`config.mk`:
```
export PLATFORM = sky130hd
export DESIGN_NAME = pulse_width_bus_slave
export DESIGN_NICKNAME = d
export VERILOG_FILES = /design/src/design/pwbs_pkg.sv /design/src/design/pulse_width_bus_slave.sv
export SDC_FILE = /design/constraint.sdc
export NUM_CORES = 1
export LEC_CHECK = 0
export BUFFER_PORTS_ARGS = -buffer_cell sky130_fd_sc_hd__buf_2
export CAP_MARGIN = 20
export CELL_PAD_IN_SITES_DETAIL_PLACEMENT = 1
export CELL_PAD_IN_SITES_GLOBAL_PLACEMENT = 1
export CORE_AREA = 4 4 108 187
export CTS_CLUSTER_SIZE = 20
export DETAILED_ROUTE_END_ITERATION = 10
export DIE_AREA = 0 0 112 191
export PLACE_DENSITY = 0.92
export SKIP_CTS_REPAIR_TIMING = 1
export SYNTH_ARGS = -nofsm -noshare
export SYNTH_HDL_FRONTEND = slang
export SYNTH_SLANG_ARGS = --single-unit
export TNS_END_PERCENT = 1
```
`constraint.sdc`:
```
create_clock -name clk -period 15.3 [get_ports clk]
set_input_delay 0.765 -clock clk [delete_from_list [all_inputs] [get_ports clk]]
set_output_delay 0.765 -clock clk [all_outputs]
set_load 0.02 [all_outputs]
```
`src/design/pwbs_pkg.sv`:
```
// ----------------------------------------------------------------------------
// pwbs_pkg: shared definitions for the pulse width bus slave
// Widths, pulse classification windows, slot positions and register indexes.
// ----------------------------------------------------------------------------
package pwbs_pkg;

  // Field and register widths.
  localparam int unsigned OWN_ADDR_W  = 7;
  localparam int unsigned DEV_ID_W    = 8;
  localparam int unsigned FRAME_LEN_W = 5;
  localparam int unsigned CFG_DATA_W  = 8;
  localparam int unsigned CFG_IDX_W   = 2;
  localparam int unsigned TDATA_W     = 8;

  // Internal state widths.
  localparam int unsigned TICK_W  = 8;   // low tick counter and stored symbols
  localparam int unsigned SLOT_W  = 5;   // slot index, wraps at 32
  localparam int unsigned ADDR_W  = 14;  // widest OR of shifted address symbols
  localparam int unsigned CMD_W   = 12;  // widest OR of shifted command symbols
  localparam int unsigned ENUM_W  = 8;

  // Reset values of the configuration registers.
  localparam logic [OWN_ADDR_W-1:0]  OWN_ADDR_RST  = 7'b0000001;
  localparam logic [DEV_ID_W-1:0]    DEV_ID_RST    = 8'd0;
  localparam logic [FRAME_LEN_W-1:0] FRAME_LEN_RST = 5'd23;

  // Pulse classification windows, exclusive bounds on the low tick count.
  localparam logic [TICK_W-1:0] ZERO_LO  = 8'd8;
  localparam logic [TICK_W-1:0] ZERO_HI  = 8'd11;
  localparam logic [TICK_W-1:0] ONE_LO   = 8'd17;
  localparam logic [TICK_W-1:0] ONE_HI   = 8'd21;
  localparam logic [TICK_W-1:0] START_LO = 8'd26;
  localparam logic [TICK_W-1:0] START_HI = 8'd35;

  // Symbol codes stored per slot.
  localparam logic [TICK_W-1:0] SYM_ZERO  = 8'd0;
  localparam logic [TICK_W-1:0] SYM_ONE   = 8'd1;
  localparam logic [TICK_W-1:0] SYM_START = 8'd2;

  // Slot positions inside a frame.
  localparam int unsigned SLOT_FIRST_KEPT = 1;   // lowest slot that is ever read
  localparam int unsigned SLOT_ENUM_FLAG  = 1;
  localparam int unsigned SLOT_ADDR_FIRST = 2;
  localparam int unsigned SLOT_ADDR_LAST  = 8;
  localparam int unsigned SLOT_CMD_FIRST  = 9;
  localparam int unsigned SLOT_CMD_LAST   = 13;
  localparam int unsigned SLOT_ID_FIRST   = 14;
  localparam int unsigned SLOT_ID_LAST    = 21;
  localparam int unsigned SLOT_ACK_END    = 22;
  localparam int unsigned SLOT_MIN_END    = 2;   // shortest frame that ends by length

  // Command that asks the slave for its device identifier.
  localparam logic [CMD_W-1:0] CMD_READ_ID = 12'd3;

  // Configuration register indexes.
  typedef enum logic [CFG_IDX_W-1:0] {
    REG_OWN_ADDR  = 2'd0,
    REG_DEVICE_ID = 2'd1,
    REG_FRAME_LEN = 2'd2
  } cfg_reg_t;

endpackage

```
`src/design/pulse_width_bus_slave.sv`:
```
// ----------------------------------------------------------------------------
// pulse_width_bus_slave: single-wire bus slave driven by per-tick line samples
// Classifies low pulses into symbols, decodes address and command slots and
// drives acknowledge, device identifier and enumeration answers.
// ----------------------------------------------------------------------------
// Each input item is one sample of the bus line (and of the inhibit pin) taken
// at one tick; each input item produces exactly one result item giving the
// line driver state and the frame-done flag after that tick. The block takes
// one item per clock cycle: the whole tick update is a single pass of short
// logic from the state registers into the state and result registers, and a
// new item is accepted whenever the result register is empty or its item is
// being taken in the same cycle, and the result is offered in the cycle after
// acceptance. While the line is low the slave counts ticks; on the rising
// edge the pulse becomes symbol 0 (9-10 ticks), 1 (18-20 ticks), start
// (27-34 ticks, restarts the frame) or otherwise the raw tick count.
// Only slots 1 to 13 are ever looked at again, so only those are kept.
// Configuration registers must be written only while no item is in flight.
// ----------------------------------------------------------------------------
module pulse_width_bus_slave
  import pwbs_pkg::*;
(
  input  logic                  clk,
  input  logic                  rst_n,

  // Input samples.
  input  logic                  in_tvalid,
  output logic                  in_tready,
  input  logic [TDATA_W-1:0]    in_tdata,    // [0] line_level, [1] inhibit, rest zero

  // Results.
  output logic                  out_tvalid,
  input  logic                  out_tready,
  output logic [TDATA_W-1:0]    out_tdata,   // [0] drive_line, [1] frame_done, rest zero

  // Configuration writes.
  input  logic                  cfg_we,
  input  logic [CFG_IDX_W-1:0]  cfg_addr,
  input  logic [CFG_DATA_W-1:0] cfg_wdata
);

  // Configuration registers.
  logic [OWN_ADDR_W-1:0]  own_addr_r;
  logic [DEV_ID_W-1:0]    dev_id_r;
  logic [FRAME_LEN_W-1:0] frame_len_r;

  // Tick state.
  logic [TICK_W-1:0] low_ticks_r,  low_ticks_nxt;
  logic [SLOT_W-1:0] slot_idx_r,   slot_idx_nxt;
  logic [TICK_W-1:0] sym_r   [SLOT_FIRST_KEPT:SLOT_CMD_LAST];
  logic [TICK_W-1:0] sym_nxt [SLOT_FIRST_KEPT:SLOT_CMD_LAST];
  logic [ADDR_W-1:0] frame_addr_r, frame_addr_nxt;
  logic [CMD_W-1:0]  cmd_r,        cmd_nxt;
  logic [ENUM_W-1:0] enum_cnt_r,   enum_cnt_nxt;
  logic              rise_seen_r,  rise_seen_nxt;
  logic              fall_seen_r,  fall_seen_nxt;
  logic              drive_r,      drive_nxt;
  logic              frame_flag_r, frame_flag_nxt;

  // Result register.
  logic               out_valid_r;
  logic [TDATA_W-1:0] out_data_r;

  // Working values of the tick update.
  logic              in_acc;
  logic              line_hi;
  logic              line_lo;
  logic [TICK_W-1:0] sym_val;
  logic [SLOT_W-1:0] rise_slot;
  logic [ADDR_W-1:0] addr_bits;
  logic [CMD_W-1:0]  cmd_bits;
  logic              addr_match;
  logic [2:0]        id_bit_sel;

  // The result register frees up in the same cycle its item is taken.
  assign in_tready  = ~out_valid_r | out_tready;
  assign in_acc     = in_tvalid & in_tready;
  assign out_tvalid = out_valid_r;
  assign out_tdata  = out_data_r;

  // Inhibit masks both levels, so no edge is seen and nothing is counted.
  assign line_hi = in_tdata[0] & ~in_tdata[1];
  assign line_lo = ~in_tdata[0] & ~in_tdata[1];

  always_comb begin
    low_ticks_nxt  = low_ticks_r;
    slot_idx_nxt   = slot_idx_r;
    sym_nxt        = sym_r;
    frame_addr_nxt = frame_addr_r;
    cmd_nxt        = cmd_r;
    enum_cnt_nxt   = enum_cnt_r;
    rise_seen_nxt  = rise_seen_r;
    fall_seen_nxt  = fall_seen_r;
    drive_nxt      = drive_r;
    frame_flag_nxt = frame_flag_r;
    sym_val        = low_ticks_r;
    rise_slot      = slot_idx_r;
    addr_bits      = '0;
    cmd_bits       = '0;
    addr_match     = 1'b0;
    id_bit_sel     = 3'(5'(SLOT_ID_LAST) - slot_idx_r);

    if (in_acc) begin
      // Rising edge: classify the pulse and act on the slot it fills.
      if (line_hi && !rise_seen_r) begin
        priority if (low_ticks_r > ZERO_LO && low_ticks_r < ZERO_HI) begin
          sym_val = SYM_ZERO;
        end else if (low_ticks_r > ONE_LO && low_ticks_r < ONE_HI) begin
          sym_val = SYM_ONE;
        end else if (low_ticks_r > START_LO && low_ticks_r < START_HI) begin
          // A start symbol opens a new frame at slot zero.
          sym_val        = SYM_START;
          rise_slot      = '0;
          frame_flag_nxt = 1'b0;
          frame_addr_nxt = '0;
          cmd_nxt        = '0;
        end else begin
          sym_val = low_ticks_r;
        end

        for (int i = SLOT_FIRST_KEPT; i <= SLOT_CMD_LAST; i++) begin
          if (rise_slot == SLOT_W'(i)) begin
            sym_nxt[i] = sym_val;
          end
        end

        // Address and command are the OR of the shifted slot symbols,
        // which may be wider than one bit each.
        for (int i = SLOT_ADDR_FIRST; i <= SLOT_ADDR_LAST; i++) begin
          addr_bits = addr_bits | (ADDR_W'(sym_nxt[i]) << (SLOT_ADDR_LAST - i));
        end
        for (int i = SLOT_CMD_FIRST; i <= SLOT_CMD_LAST; i++) begin
          cmd_bits = cmd_bits | (CMD_W'(sym_nxt[i]) << (SLOT_CMD_LAST - i));
        end

        if (rise_slot == SLOT_W'(SLOT_ADDR_LAST)) begin
          frame_addr_nxt = frame_addr_nxt | addr_bits;
          // A broadcast address restarts enumeration.
          if ((frame_addr_nxt | addr_bits) == '0) begin
            enum_cnt_nxt = '0;
          end
        end
        if (rise_slot == SLOT_W'(SLOT_CMD_LAST)) begin
          cmd_nxt = cmd_nxt | cmd_bits;
        end

        addr_match = (frame_addr_nxt == ADDR_W'(own_addr_r));
        if (addr_match && (rise_slot == SLOT_W'(SLOT_CMD_FIRST) ||
                           rise_slot == SLOT_W'(SLOT_CMD_LAST) ||
                           rise_slot == SLOT_W'(SLOT_ACK_END))) begin
          drive_nxt = 1'b1;
        end
        // Device identifier, most significant bit in the first ID slot.
        id_bit_sel = 3'(5'(SLOT_ID_LAST) - rise_slot);
        if (addr_match && cmd_nxt == CMD_READ_ID &&
            rise_slot >= SLOT_W'(SLOT_ID_FIRST) && rise_slot <= SLOT_W'(SLOT_ID_LAST)) begin
          drive_nxt = dev_id_r[id_bit_sel];
        end

        rise_seen_nxt = 1'b1;
        fall_seen_nxt = 1'b0;
        low_ticks_nxt = '0;

        // Enumeration call: symbol one then zero, answered when the running
        // count reaches this slave's address.
        if (sym_nxt[SLOT_ENUM_FLAG] == SYM_ONE && sym_nxt[SLOT_ADDR_FIRST] == SYM_ZERO &&
            rise_slot == SLOT_W'(SLOT_ADDR_FIRST)) begin
          enum_cnt_nxt = enum_cnt_r + 1'b1;
          if (enum_cnt_nxt == ENUM_W'(own_addr_r)) begin
            frame_addr_nxt = ADDR_W'(enum_cnt_nxt);
            drive_nxt      = 1'b1;
          end
        end

        slot_idx_nxt = rise_slot + 1'b1;
      end

      // Falling edge releases the line and clears the frame-done flag.
      if (line_lo && !fall_seen_r) begin
        drive_nxt      = 1'b0;
        fall_seen_nxt  = 1'b1;
        rise_seen_nxt  = 1'b0;
        frame_flag_nxt = 1'b0;
      end
      // The falling-edge tick itself is counted as low.
      if (line_lo) begin
        low_ticks_nxt = low_ticks_r + 1'b1;
      end

      // Frame end by length, checked on every tick.
      if (slot_idx_nxt >= SLOT_W'(SLOT_MIN_END) &&
          slot_idx_nxt == SLOT_W'(frame_len_r)) begin
        slot_idx_nxt   = '0;
        frame_flag_nxt = 1'b1;
      end
    end
  end

  // Configuration registers.
  always_ff @(posedge clk) begin
    if (!rst_n) begin
      own_addr_r  <= OWN_ADDR_RST;
      dev_id_r    <= DEV_ID_RST;
      frame_len_r <= FRAME_LEN_RST;
    end else if (cfg_we) begin
      unique case (cfg_addr)
        REG_OWN_ADDR:  own_addr_r  <= cfg_wdata[OWN_ADDR_W-1:0];
        REG_DEVICE_ID: dev_id_r    <= cfg_wdata[DEV_ID_W-1:0];
        REG_FRAME_LEN: frame_len_r <= cfg_wdata[FRAME_LEN_W-1:0];
        default: ;
      endcase
    end
  end

  // Tick state and result register.
  always_ff @(posedge clk) begin
    if (!rst_n) begin
      low_ticks_r  <= '0;
      slot_idx_r   <= '0;
      frame_addr_r <= '0;
      cmd_r        <= '0;
      enum_cnt_r   <= '0;
      rise_seen_r  <= 1'b0;
      fall_seen_r  <= 1'b0;
      drive_r      <= 1'b0;
      frame_flag_r <= 1'b0;
      out_valid_r  <= 1'b0;
      for (int i = SLOT_FIRST_KEPT; i <= SLOT_CMD_LAST; i++) begin
        sym_r[i] <= '0;
      end
    end else begin
      low_ticks_r  <= low_ticks_nxt;
      slot_idx_r   <= slot_idx_nxt;
      sym_r        <= sym_nxt;
      frame_addr_r <= frame_addr_nxt;
      cmd_r        <= cmd_nxt;
      enum_cnt_r   <= enum_cnt_nxt;
      rise_seen_r  <= rise_seen_nxt;
      fall_seen_r  <= fall_seen_nxt;
      drive_r      <= drive_nxt;
      frame_flag_r <= frame_flag_nxt;
      if (in_acc) begin
        out_valid_r <= 1'b1;
      end else if (out_tready) begin
        out_valid_r <= 1'b0;
      end
    end
  end

  always_ff @(posedge clk) begin
    if (in_acc) begin
      out_data_r <= {(TDATA_W-2)'(0), frame_flag_nxt, drive_nxt};
    end
  end

  // The edge trackers are never both set.
  a_edge_excl: assert property (@(posedge clk) disable iff (!rst_n)
    !(rise_seen_r && fall_seen_r))
    else $error("rise and fall trackers both set");

  // Low ticks are only counted after a falling edge.
  a_low_after_fall: assert property (@(posedge clk) disable iff (!rst_n)
    (low_ticks_r != '0) |-> fall_seen_r)
    else $error("low ticks counted without a falling edge");

  // An inhibited sample leaves the low counter alone.
  a_inhibit_hold: assert property (@(posedge clk) disable iff (!rst_n)
    (in_acc && in_tdata[1]) |=> (low_ticks_r == $past(low_ticks_r)))
    else $error("low counter moved under inhibit");

  // A rising edge clears the low counter.
  a_rise_clear: assert property (@(posedge clk) disable iff (!rst_n)
    (in_acc && line_hi && !rise_seen_r) |=> (low_ticks_r == '0))
    else $error("low counter not cleared on rising edge");

endmodule

```
==> key figures, run 1 <==
Yosys
  – Fraction of registers with async set or reset after synthesis: 0%
  – Post-synth EDFFs: 2
  – Gate Count Post-Synth: 1,205
  – Register bit count reported by yosys: 168
  – Leading register cell type out of synthesis: sky130_fd_sc_hd__dfxtp_1
  – Largest cells by area after synthesis: sky130_fd_sc_hd__dfxtp_1 (36%), sky130_fd_sc_hd__nor2_1 (8.8%), sky130_fd_sc_hd__a21oi_1 (8.3%)
  – Distinct cell type count of the synthesized netlist: 87
  – Share of the yosys chip area belonging to registers: 36.6%
  – Top cell type's share of synthesized area: 36.0%
  – Leading area contributor after synthesis: sky130_fd_sc_hd__dfxtp_1
  – Number of synthesis warnings: 0
  – Area of the mapped netlist: 9230 sq um
  – Cell with the most instances after synthesis: sky130_fd_sc_hd__nor2_1
  – Commonest cells post-synth: sky130_fd_sc_hd__nor2_1 (216), sky130_fd_sc_hd__dfxtp_1 (166), sky130_fd_sc_hd__a21oi_1 (153)
  – Avg Inst Size Synth: 7.66 sq um

STA
  – Worst hold slack: 0.459 ns
  – Pin slew with the least headroom to its limit: 1.05 ns
  – Number of hold violations in the final report: 0
  – RSZ-0062 raised after global routing: false
  – Max Clock Freq: 144 MHz
  – Setup-violating endpoint count in the final report: 0
  – Worst clock skew on the final layout: 0.00906 ns
  – Final min period: 6.95 ns
  – Total negative slack: 0 ns
  – Max-slew violation count: 0
  – Tcrit/Tclk final: 45.4%
  – Post-layout worst setup margin: 8.35 ns
  – Worst max-slew margin expressed relative to the limit: 29.7%

Final layout
  – Finished Core Util: 53.5%
  – Fill cell total of the finished layout: 2,311
  – Finished layout cell area: 9940 sq um
  – Number of nets in the layout: 1,205
  – Diode insertion count for antenna repair: 0
  – Syn-to-layout area delta: 7.68%
  – Share of final-layout standard cells stronger than drive strength 1: 8.94%
  – Area of the multi-input gates: 5400 sq um
  – Storage cell area: 3380 sq um

Die
  – Site row count: 66
  – Floorplan die area: 21,400 sq um
  – Horizontal die dimension: 112 um
  – Floorplan die height: 191 um
  – Total core area: 18,600 sq um
  – Initial Util: 49.7%
  – Num ports: 33

Route
  – Routed wire length: 34.7 mm
  – Average vias per placed instance: 6.67
  – Violation count after the first detailed-routing iteration: 1,095
  – Detailed-route wire length per cell: 24.4 um
  – Vias: 9,500
  – DRC violation count after routing: 0
  – Remaining number of nets flagged by the antenna check after routing: 0
  – TritonRoute pass-1 iters: 8

GRT
  – Maximum number of pins on one net before global-route repair: 96
  – Global-route wire length before repair: 55.2 mm
  – GRT overflow: 0
  – Via count of the first global-routing pass: 10,223
  – Number of antenna violations at the first check in global routing: 0
  – Global-route usage over all layers: 32.8%

Critical path
  – Library cell contributing the largest single delay on the critical path: sky130_fd_sc_hd__nor4_1
  – Required time worst endpoint: 15.48 ns
  – Slowest cell delay on critical path: 0.73 ns
  – Crit. End Element: register
  – Endpoint arrival time on the critical path: 7.13 ns
  – Critical-path maximum fanout: 31
  – Crit path kind: register to register
  – Cells along the critical path: ha_1, or3_1, nor2_1, nor2_2, buf_4, nand2_1, inv_1, ha_1, nor4bb_1, a21boi_0, nand2_1, a22oi_1, o211ai_1, nor3_1, a31oi_1, nor4_1, mux2i_1, o31ai_1
  – Category of the worst setup path launch point: register

Placed design
  – Post-placement cell area: 9390 sq um
  – HPWL after detailed placement: 22.8 mm
  – Weighted congestion reported at the end of routability-driven placement: 0.921
  – Worst setup slack after placement: 9.30 ns
  – Number of I/O port buffers: 20

Clock network
  – CTS clk-pin slew, worst paths: 0.07 ns
  – Level count of the clock H-tree: 4
  – Total CTS buffers: 17
  – CTS tree: done
  – Skew-Pair Late Insertion Delay: 0.45 ns
  – Clock tree buffer depth: 2
  – Number of clock sinks: 168
  – Root cell of the clock tree: sky130_fd_sc_hd__clkbuf_16

Pwr
  – Peak supply drop: 0.0940 mV
  – Pleak: 0.00366 uW
  – Power Dens Cells: 91.7 nW/um^2

Min path
  – Hold Crit Class: register to register

Flow run
  – # Max-Cap Violations: 0

Status
  – Result of the run: finished clean
registers in the layout, indices dropped and copies added, names as in the netlist, 2 cells and up:
name / cells
dev_id_r: 8
frame_addr_r: 14
out_tdata: 2
slot_idx_r: 5
enum_cnt_r: 8
own_addr_r: 7
frame_len_r: 5
low_ticks_r: 8
cmd_r: 12
sym_r: 94
critical path: cells and delay by family, from the launching register on:
family,cells,cell delay (ns)
AND/OR/NAND/NOR,8,3.12
AO/OA/AOI/OAI,5,1.59
adder cells (fa/ha/maj),2,0.64
buffers and inverters,2,0.56
flip-flops,1,0.55
multiplexers,1,0.22
stage by stage:
stage          power [uW]  std cells
6_report              912       1424
4_1_cts               914       1424
2_1_floorplan         482       1210
3_5_place_dp          496       1392
5_1_grt               936       1424
3_3_place_gp          494       1391
layout make-up:
cell class	instances	share of cell area (%)
clock inverters	14	1.15
clock buffers	18	4.42
repair buffers	38	2.40
inverters	19	0.742
flip-flops and latches	168	34.0
well taps	238	2.99
multi-input cells	929	54.3
layer usage:
layer / GRT usage, % / wire length [um]
met4: 23.5 / 2520
met5: 0 / 0
met2: 58.1 / 17700
met1: 34.9 / 12300
met3: 5.64 / 2230
placed cells by master (no fill, tap or decap), types with 5 or more instances in the layout:
cell type                   Yosys  final
sky130_fd_sc_hd__nand3_1       33     33
sky130_fd_sc_hd__a21boi_0       6      6
sky130_fd_sc_hd__conb_1         1      6
sky130_fd_sc_hd__nand4_1       15     15
sky130_fd_sc_hd__a211oi_1       7      7
sky130_fd_sc_hd__a22oi_1       12     12
sky130_fd_sc_hd__xnor2_1       15     15
sky130_fd_sc_hd__nand2_1      139    139
sky130_fd_sc_hd__buf_2         16     20
sky130_fd_sc_hd__inv_6          0      7
sky130_fd_sc_hd__o32ai_1        5      5
sky130_fd_sc_hd__or2_2          6      6
sky130_fd_sc_hd__or3_1         14     14
sky130_fd_sc_hd__o211ai_1      12     12
sky130_fd_sc_hd__nor2_1       216    214
sky130_fd_sc_hd__a21o_1         7      7
sky130_fd_sc_hd__and2_1         5      5
sky130_fd_sc_hd__clkbuf_16      0     17
sky130_fd_sc_hd__nor4_1         7      7
sky130_fd_sc_hd__buf_4          6     17
sky130_fd_sc_hd__xor2_1         9      9
sky130_fd_sc_hd__nor3_1        30     30
sky130_fd_sc_hd__ha_1           9      9
sky130_fd_sc_hd__o21ai_0       36     36
sky130_fd_sc_hd__nand4b_1       5      5
sky130_fd_sc_hd__and3_1         6      6
sky130_fd_sc_hd__a31oi_1       13     13
sky130_fd_sc_hd__inv_1         18     18
sky130_fd_sc_hd__mux2i_1       59     59
sky130_fd_sc_hd__a21oi_1      153    153
sky130_fd_sc_hd__dfxtp_1      166    166
cell families (layout without fill, tap and decap cells):
family | Yosys count | in the layout | share of synthesized area [%]
adders and majority gates | 9 | 9 | 1.22
muxes | 63 | 63 | 6.88
xor gates and xnor gates | 24 | 24 | 2.28
AOI/OAI and AO/OA | 314 | 314 | 21.8
other | 1 | 6 | 0.0406
DFF | 168 | 168 | 36.6
buffers and inverters | 113 | 89 | 5.22
and+or+nand+nor | 513 | 513 | 25.9
report_power, final:
group | internal [uW] | leakage, uW | switching (uW)
logic | 12.1 | 0.00202 | 31.5
registers | 441 | 0.00136 | 3.52
clock network | 217 | 0.000279 | 207
worst paths after layout:
path	from	slack, ns	cells past startpoint	endpoint
worst max-delay path	low_ticks_r[0]$_SDFFE_PN0P_	8.35	18	out_tdata[0]$_DFFE_PP_
worst min register to register	sym_r[19]$_SDFFE_PN0P_	0.46	2	sym_r[19]$_SDFFE_PN0P_
worst max register to register	low_ticks_r[0]$_SDFFE_PN0P_	8.35	18	out_tdata[0]$_DFFE_PP_
worst min-delay path	sym_r[19]$_SDFFE_PN0P_	0.46	2	sym_r[19]$_SDFFE_PN0P_
Note: power is estimated with default switching activity, not from simulation.
==> run 2, diff against run 1 <==
--- a/config.mk
+++ b/config.mk
@@ -5,15 +5,16 @@
 export SDC_FILE = /design/constraint.sdc
 export NUM_CORES = 1
 export LEC_CHECK = 0
+export ABC_AREA = 1
 export BUFFER_PORTS_ARGS = -buffer_cell sky130_fd_sc_hd__buf_2
 export CAP_MARGIN = 20
 export CELL_PAD_IN_SITES_DETAIL_PLACEMENT = 1
 export CELL_PAD_IN_SITES_GLOBAL_PLACEMENT = 1
-export CORE_AREA = 4 4 108 187
+export CORE_AREA = 4 4 118 204
 export CTS_CLUSTER_SIZE = 20
 export DETAILED_ROUTE_END_ITERATION = 10
-export DIE_AREA = 0 0 112 191
-export PLACE_DENSITY = 0.92
+export DIE_AREA = 0 0 122 208
+export PLACE_DENSITY = 0.83
 export SKIP_CTS_REPAIR_TIMING = 1
 export SYNTH_ARGS = -nofsm -noshare
 export SYNTH_HDL_FRONTEND = slang
==> constraint.sdc (replaced) <==
create_clock -name clk -period 5.9 [get_ports clk]
set_input_delay 0.295 -clock clk [delete_from_list [all_inputs] [get_ports clk]]
set_output_delay 0.295 -clock clk [all_outputs]
set_load 0.02 [all_outputs]
==> run 2 against run 1 <==
Worst hold slack lost 0.38 ns. Sequential share of layout area grew 0.34 points. Largest cell class unchanged. Cell count is 13% higher. Highest routed layer unchanged. Critical path depth grew 5. Synthesized cell count is 8.8% higher. Maximum frequency increased by 59%. Critical path type unchanged. First-iteration DRC count is 71% lower. Critical endpoint unchanged.
==> key figures, run 2 <==
Clock network
  – Level count of the clock H-tree: 4 (unchanged)
  – CTS clk-pin slew, worst paths: 0.06 ns (about the same)
  – Number of clock sinks: 169 (+0.60%)
  – CTS tree: done
  – Root cell of the clock tree: sky130_fd_sc_hd__clkbuf_16
  – Clock tree buffer depth: 2 (unchanged)
  – Skew-Pair Late Insertion Delay: 0.45 ns (about the same)
  – Total CTS buffers: 17 (unchanged)

Die
  – Total core area: 22,600 sq um (+21%)
  – Site row count: 73 (+11%)
  – Num ports: 33 (unchanged)
  – Horizontal die dimension: 122 um (+8.9%)
  – Floorplan die area: 25,400 sq um (+19%)
  – Initial Util: 40.2% (-9.5 points)
  – Floorplan die height: 208 um (+8.9%)

STA
  – Tcrit/Tclk final: 74.1% (+29 points)
  – Worst max-slew margin expressed relative to the limit: 34.9% (+5.2 points)
  – Pin slew with the least headroom to its limit: 0.977 ns (-0.0701 ns)
  – RSZ-0062 raised after global routing: false
  – Max Clock Freq: 229 MHz (+59%)
  – Total negative slack: 0 ns (unchanged)
  – Final min period: 4.37 ns (-2.58 ns)
  – Setup-violating endpoint count in the final report: 0 (unchanged)
  – Number of hold violations in the final report: 0 (unchanged)
  – Worst clock skew on the final layout: 0.0113 ns (+0.00225 ns)
  – Worst hold slack: 0.0775 ns (-0.382 ns)
  – Max-slew violation count: 0 (unchanged)
  – Post-layout worst setup margin: 1.53 ns (-6.82 ns)

Yosys
  – Leading area contributor after synthesis: sky130_fd_sc_hd__dfxtp_1
  – Leading register cell type out of synthesis: sky130_fd_sc_hd__dfxtp_1
  – Fraction of synthesized area in multiplexers: 0% (-6.9 points)
  – Post-synth EDFFs: 2 (unchanged)
  – Synth Area in Adders: 1.24% (+0.022 points)
  – Cell with the most instances after synthesis: sky130_fd_sc_hd__nand2_1
  – Commonest cells post-synth: sky130_fd_sc_hd__nand2_1 (306), sky130_fd_sc_hd__dfxtp_1 (167), sky130_fd_sc_hd__o21ai_0 (161)
  – Synthesized-area fraction occupied by ao, oa, aoi and oai cells: 18.7% (-3.1 points)
  – Avg Inst Size Synth: 6.92 sq um (-9.7%)
  – Main combinational cell family by area after synthesis: simple AND/OR/NAND/NOR gates
  – Share of the yosys chip area belonging to registers: 37.5% (+0.89 points)
  – Top cell type's share of synthesized area: 36.9% (+0.88 points)
  – Gate Count Post-Synth: 1,311 (+8.8%)
  – Register bit count reported by yosys: 169 (+0.60%)
  – Post-Synth Simple-Gate Area: 31.2% (+5.3 points)
  – Distinct cell type count of the synthesized netlist: 58 (-33%)
  – Largest cells by area after synthesis: sky130_fd_sc_hd__dfxtp_1 (37%), sky130_fd_sc_hd__nand2_1 (13%), sky130_fd_sc_hd__o21ai_0 (8.9%)
  – Fraction of registers with async set or reset after synthesis: 0% (unchanged)
  – Number of synthesis warnings: 0 (unchanged)
  – Area of the mapped netlist: 9070 sq um (-1.8%)
  – Fraction of synthesized cell area in xor and xnor cells: 1.35% (-0.92 points)

Route
  – Detailed-route wire length per cell: 18.1 um (-26%)
  – TritonRoute pass-1 iters: 5 (-3)
  – Average vias per placed instance: 5.57 (-16%)
  – Routed wire length: 29.0 mm (-16%)
  – Remaining number of nets flagged by the antenna check after routing: 0 (unchanged)
  – Vias: 8,948 (-5.8%)
  – DRC violation count after routing: 0 (unchanged)
  – Violation count after the first detailed-routing iteration: 317 (-71%)

Final layout
  – Finished Core Util: 43.9% (-9.6 points)
  – Share of final-layout standard cells stronger than drive strength 1: 9.19% (+0.25 points)
  – Syn-to-layout area delta: 9.20%
  – Final instance count without filler cells: 1,606 (+13%)
  – Top flop regs: sym_r x95, frame_addr_r x14, cmd_r x12
  – Number of flip-flops under the largest register name: 95 (+1.1%)
  – Commonest cells after routing, fill and taps aside: sky130_fd_sc_hd__nand2_1 (305), sky130_fd_sc_hd__dfxtp_1 (167), sky130_fd_sc_hd__o21ai_0 (161), sky130_fd_sc_hd__inv_1 (130), sky130_fd_sc_hd__nand3_1 (111)
  – Fill cell total of the finished layout: 2,971 (+29%)
  – Register with the most flip-flops: sym_r
  – Most common library cell in the layout ignoring fill and taps: sky130_fd_sc_hd__nand2_1
  – Diode insertion count for antenna repair: 0 (unchanged)
  – Number of nets in the layout: 1,325 (+10%)

GRT
  – Maximum number of pins on one net before global-route repair: 89 (-7.3%)
  – Global-route wire length before repair: 48.2 mm (-13%)
  – Via count of the first global-routing pass: 9,625 (-5.8%)
  – GRT overflow: 0 (unchanged)
  – Number of antenna violations at the first check in global routing: 0 (unchanged)
  – Global-route usage over all layers: 23.8% (-9.0 points)

Placed design
  – Weighted congestion reported at the end of routability-driven placement: 0.806 (-12%)
  – Number of I/O port buffers: 20 (unchanged)
  – Worst setup slack after placement: 1.56 ns (-7.74 ns)
  – Cell total after placement: 1,574 (+13%)
  – HPWL after detailed placement: 20.1 mm (-12%)

Pwr
  – Power Dens Cells: 261 nW/um^2 (+180%)
  – Peak supply drop: 0.179 mV (+90%)
  – Pleak: 0.00383 uW (+4.7%)

Critical path
  – Required time worst endpoint: 6.10 ns (-9.38 ns)
  – Endpoint arrival time on the critical path: 4.57 ns (-2.56 ns)
  – Crit. End Element: register
  – Category of the worst setup path launch point: register
  – Crit path kind: register to register
  – Critical-path maximum fanout: 14 (-55%)

Flow run
  – # Max-Cap Violations: 0 (unchanged)

Status
  – Result of the run: finished clean

Min path
  – Hold Crit Class: input pin to register
run 2: changes by cell type in the layout (fill, tap and decap cells not counted), moves of 41 or more:
cell                      previous run  this run
sky130_fd_sc_hd__mux2i_1            59         0
sky130_fd_sc_hd__inv_1              18       130
sky130_fd_sc_hd__o21ai_0            36       161
sky130_fd_sc_hd__nand3_1            33       111
sky130_fd_sc_hd__nor2_1            214       106
sky130_fd_sc_hd__o21ai_1             4        45
sky130_fd_sc_hd__nand2_1           139       305
sky130_fd_sc_hd__a21oi_1           153        42
run 2: metrics by stage:
step	instance area (sq um)	power [uW]
6_report	9900	2590
5_1_grt	9900	2660
4_1_cts	9900	2600
3_5_place_dp	9240	1340
3_3_place_gp	9240	1330
2_1_floorplan	9090	1290
run 2: kinds of logic (layout without fill, tap and decap cells):
kind of cell / count (synthesis) / in the layout
AO/OA/AOI/OAI: 307 / 307
adder cells (fa/ha/maj): 9 / 9
AND/OR/NAND/NOR: 605 / 605
other: 1 / 6
flip-flops: 169 / 169
buffers and inverters: 206 / 196
XOR/XNOR: 14 / 14
run 2: where the power goes:
group | internal [uW] | switching, uW | leakage (uW)
Combinational | 37.2 | 107 | 0.00215
Sequential | 1160 | 8.15 | 0.00137
Clock | 787 | 488 | 0.000319
run 2: critical path, stage by stage, from the launching register on:
cell,delay [ns]
sky130_fd_sc_hd__dfxtp_1,0.42
sky130_fd_sc_hd__inv_1,0.49
sky130_fd_sc_hd__nand2_2,0.15
sky130_fd_sc_hd__nor2_4,0.16
sky130_fd_sc_hd__nand2_1,0.08
sky130_fd_sc_hd__nand2_2,0.20
sky130_fd_sc_hd__nand2_1,0.18
sky130_fd_sc_hd__inv_1,0.17
sky130_fd_sc_hd__ha_1,0.33
sky130_fd_sc_hd__nand2_8,0.12
sky130_fd_sc_hd__nor2_4,0.31
sky130_fd_sc_hd__nand2_1,0.09
sky130_fd_sc_hd__o21ai_1,0.11
sky130_fd_sc_hd__nand3_1,0.13
sky130_fd_sc_hd__o21bai_1,0.33
sky130_fd_sc_hd__nand3_1,0.12
sky130_fd_sc_hd__nand2_1,0.09
sky130_fd_sc_hd__nand3_1,0.09
sky130_fd_sc_hd__nor2_2,0.19
sky130_fd_sc_hd__nand2_1,0.08
sky130_fd_sc_hd__nand2_1,0.06
sky130_fd_sc_hd__nand2_1,0.06
sky130_fd_sc_hd__nand2_1,0.09
sky130_fd_sc_hd__nand2_1,0.06
run 2: path summary, 6_finish.rpt:
| check | startpoint | end | slack, ns | cells after the start |
|---|---|---|---|---|
| hold reg to reg | frame_addr_r[6]$_SDFFE_PN0P_ | frame_addr_r[6]$_SDFFE_PN0P_ | 0.47 | 2 |
| setup reg to reg | low_ticks_r[7]$_SDFFE_PN0P_ | out_tdata[0]$_DFFE_PP_ | 1.53 | 23 |
| setup / recovery | low_ticks_r[7]$_SDFFE_PN0P_ | out_tdata[0]$_DFFE_PP_ | 1.53 | 23 |
| hold / removal | cfg_wdata[7] | dev_id_r[7]$_SDFFE_PN0P_ | 0.08 | 3 |
run 2: routing by layer:
layer	vias to the layer above	routed length [um]	global-route usage (%)
met5	-	0	0
met4	0	1480	12.8
met3	86	884	4.11
met2	186	15900	44.3
met1	4394	10800	24.7
li1	4282	-	-
run 2: area by class of cell:
cell class	count	area, sq um	area share [%]
clock buffer	21	472	4.76
clock inverter	11	190	1.92
inverter	136	510	5.16
multi-input combinational	941	4790	48.4
sequential	169	3400	34.4
tap	300	375	3.79
timing repair buffer	28	160	1.62
==> run 3, diff against run 2 <==
==> constraint.sdc (replaced) <==
create_clock -name clk -period 3.55 [get_ports clk]
set_input_delay 0.1775 -clock clk [delete_from_list [all_inputs] [get_ports clk]]
set_output_delay 0.1775 -clock clk [all_outputs]
set_load 0.02 [all_outputs]
==> run 3 against run 2 <==
The flow now finishes with violations (hold timing, setup timing). Routed wire length grew 34%. Global-route usage grew 1.1 points. Utilization grew 6.5 points. Combinational power grew 110%. Via count grew 16%. Flip-flop and latch count is the same. Die area is the same. First-iteration DRC count grew 140%. Largest power group unchanged. Critical path depth grew 1. Total power grew 61%. Clock skew grew 0.0036 ns. Cell count grew 8.4%.
==> key figures, run 3 (same netlist as run 2, synthesis figures left out) <==
Status
  – Result of the run: complete, but fails checks
  – Failing checks: hold timing, setup timing

Pwr
  – Overall power: 4170 uW (+61%)
  – Peak supply drop: 0.328 mV (+84%)
  – Power Dens Cells: 368 nW/um^2 (+41%)
  – Pleak: 0.00456 uW (+19%)

STA
  – Worst max-slew margin expressed relative to the limit: 45.8% (+11 points)
  – RSZ-0062 raised after global routing: true
  – Worst hold slack: -0.0181 ns (-0.0955 ns)
  – Total negative slack: -0.501 ns (-0.501 ns)
  – Max-slew violation count: 0 (unchanged)
  – Number of hold violations in the final report: 3 (+3)
  – Post-layout worst setup margin: -0.267 ns (-1.79 ns)
  – Pin slew with the least headroom to its limit: 0.813 ns (-0.164 ns)
  – Max Clock Freq: 262 MHz (+15%)
  – Final min period: 3.82 ns (-0.556 ns)
  – Tcrit/Tclk final: 108% (+33 points)
  – Worst clock skew on the final layout: 0.0149 ns (+0.00359 ns)
  – Setup-violating endpoint count in the final report: 4 (+4)

Critical path
  – Endpoint arrival time on the critical path: 4.03 ns (-0.54 ns)
  – Crit Reg-Reg Endpoint: out_tdata[0]$_DFFE_PP_
  – Launching instance or port of the critical path: low_ticks_r[3]$_SDFFE_PN0P_
  – Worst reg2reg startpoint: low_ticks_r[3]$_SDFFE_PN0P_
  – Crit path kind: register to register
  – Category of the worst setup path launch point: register
  – Critical-path maximum fanout: 7 (-7)
  – Crit. End Element: register
  – Cell count of the worst reg-to-reg path: 24 (+4.3%)
  – Flop2flop setup slack: -0.27 ns (-1.79 ns)
  – Endpoint of the worst setup timing path: out_tdata[0]$_DFFE_PP_
  – Required time worst endpoint: 3.76 ns (-2.34 ns)

Final layout
  – Number of nets in the layout: 1,460 (+10%)
  – Fill cell total of the finished layout: 2,831 (-4.7%)
  – Diode insertion count for antenna repair: 0 (unchanged)
  – Number of flip-flops under the largest register name: 95 (unchanged)
  – Finished Core Util: 50.3% (+6.5 points)
  – Syn-to-layout area delta: 25.3%
  – Register with the most flip-flops: sym_r
  – Top flop regs: sym_r x95, frame_addr_r x14, cmd_r x12
  – Share of final-layout standard cells stronger than drive strength 1: 22.0% (+13 points)
  – Most common library cell in the layout ignoring fill and taps: sky130_fd_sc_hd__nand2_1
  – Commonest cells after routing, fill and taps aside: sky130_fd_sc_hd__nand2_1 (290), sky130_fd_sc_hd__dfxtp_1 (160), sky130_fd_sc_hd__o21ai_0 (147), sky130_fd_sc_hd__inv_1 (127), sky130_fd_sc_hd__buf_4 (119)

Route
  – TritonRoute pass-1 iters: 7 (+2)
  – DRC violation count after routing: 0 (unchanged)
  – Routed wire length: 39.0 mm (+34%)
  – Average vias per placed instance: 5.98 (+7.3%)
  – Violation count after the first detailed-routing iteration: 753 (+140%)
  – Detailed-route wire length per cell: 22.4 um (+24%)
  – Vias: 10,407 (+16%)
  – Remaining number of nets flagged by the antenna check after routing: 0 (unchanged)

GRT
  – Maximum number of pins on one net before global-route repair: 66 (-26%)
  – Global-route wire length before repair: 49.9 mm (+3.4%)
  – Via count of the first global-routing pass: 9,969 (+3.6%)
  – Number of antenna violations at the first check in global routing: 0 (unchanged)
  – Global-route usage over all layers: 24.9% (+1.1 points)
  – GRT overflow: 0 (unchanged)

Clock network
  – Root cell of the clock tree: sky130_fd_sc_hd__clkbuf_16
  – Total CTS buffers: 17 (unchanged)
  – Level count of the clock H-tree: 4 (unchanged)
  – CTS clk-pin slew, worst paths: 0.07 ns (about the same)
  – Skew-Pair Late Insertion Delay: 0.47 ns (+0.02 ns)
  – Clock tree buffer depth: 2 (unchanged)
  – Number of clock sinks: 169 (unchanged)
  – CTS tree: done

Flow run
  – # Max-Cap Violations: 0 (unchanged)

Min path
  – Hold path startpoint: cfg_wdata[5]
  – Hold Crit Class: input pin to register

Die
  – Horizontal die dimension: 122 um (unchanged)
  – Num ports: 33 (unchanged)
  – Site row count: 73 (unchanged)
  – Floorplan die height: 208 um (unchanged)
  – Floorplan die area: 25,400 sq um (unchanged)
  – Initial Util: 40.2% (unchanged)
  – Total core area: 22,600 sq um (unchanged)

Placed design
  – Worst setup slack after placement: -0.175 ns (-1.73 ns)
  – Weighted congestion reported at the end of routability-driven placement: 0.853 (+5.8%)
  – Number of I/O port buffers: 20 (unchanged)
  – HPWL after detailed placement: 22.1 mm (+10%)
==> run 3: changes by cell type in the layout (fill, tap and decap cells not counted), moves of 10 or more <==
cell                      before  now
sky130_fd_sc_hd__nand2_1     305  290
sky130_fd_sc_hd__o21ai_0     161  147
sky130_fd_sc_hd__nand3_2       3   13
sky130_fd_sc_hd__nand3_1     111  100
sky130_fd_sc_hd__nand2_2      10   20
sky130_fd_sc_hd__buf_4         8  119
==> run 3: layout make-up <==
| cell class | count | area (sq um) | area share [%] |
|---|---|---|---|
| Multi-Input combinational cell | 947 | 5170 | 45.5 |
| Clock inverter | 13 | 144 | 1.27 |
| Clock buffer | 19 | 443 | 3.90 |
| Sequential cell | 169 | 3420 | 30.2 |
| Timing Repair Buffer | 157 | 1280 | 11.3 |
| Inverter | 136 | 522 | 4.59 |
| Tap cell | 300 | 375 | 3.31 |
==> run 3: power breakdown <==
part | switching (uW) | leakage, uW | internal, uW
registers | 15.3 | 0.00137 | 1920
clock network | 880 | 0.000265 | 1060
logic | 214 | 0.00292 | 87.4
==> run 3: metal layers <==
layer  routed length [um]  global-route usage, %  part of all wire (%)  vias up
li1                     -                      -                     -     4569
met1                13100                   25.1                    34     5035
met2                19800                   46.4                    51      525
met3                 2360                   4.05                   6.0      278
met4                 3780                   15.4                   9.7        0
met5                    0                      0                     0        -
==> run 3: per-stage QoR <==
step / instances / cell area (sq um)
after floorplan: 1316 / 9090
after global placement: 1656 / 9870
after detailed placement: 1656 / 9870
after CTS: 1688 / 10500
after global routing: 1741 / 11400
final: 1741 / 11400
==> run 3: critical path: stages (launching register included) <==
cell	delay (ns)
sky130_fd_sc_hd__dfxtp_4	0.39
sky130_fd_sc_hd__nand2_1	0.12
sky130_fd_sc_hd__a21oi_4	0.24
sky130_fd_sc_hd__nand3_4	0.12
sky130_fd_sc_hd__buf_8	0.16
sky130_fd_sc_hd__nand3_4	0.23
sky130_fd_sc_hd__nand2_8	0.13
sky130_fd_sc_hd__buf_4	0.16
sky130_fd_sc_hd__nor2_4	0.26
sky130_fd_sc_hd__nand2_1	0.09
sky130_fd_sc_hd__o21ai_0	0.17
sky130_fd_sc_hd__nor2_1	0.15
sky130_fd_sc_hd__nand2_2	0.12
sky130_fd_sc_hd__nand2_2	0.07
sky130_fd_sc_hd__buf_4	0.13
sky130_fd_sc_hd__nand3_1	0.07
sky130_fd_sc_hd__nand2_1	0.09
sky130_fd_sc_hd__nor2_1	0.18
sky130_fd_sc_hd__nand2_1	0.12
sky130_fd_sc_hd__nor2_4	0.18
sky130_fd_sc_hd__nand2_1	0.08
sky130_fd_sc_hd__nand2_1	0.07
sky130_fd_sc_hd__nand2_1	0.07
sky130_fd_sc_hd__nand2_2	0.08
sky130_fd_sc_hd__nand2_2	0.06
==> run 3: worst min path at each step <==
stage	end	slack [ns]	depth (start not counted)
2_1_floorplan	frame_len_r[0]$_SDFFE_PN1P_	0.29	2
3_5_place_dp	dev_id_r[7]$_SDFFE_PN0P_	0.41	3
6_report	dev_id_r[5]$_SDFFE_PN0P_	-0.02	3
3_3_place_gp	dev_id_r[7]$_SDFFE_PN0P_	0.40	3
4_1_cts	dev_id_r[7]$_SDFFE_PN0P_	-0.05	3
5_1_grt	dev_id_r[5]$_SDFFE_PN0P_	0.006	3
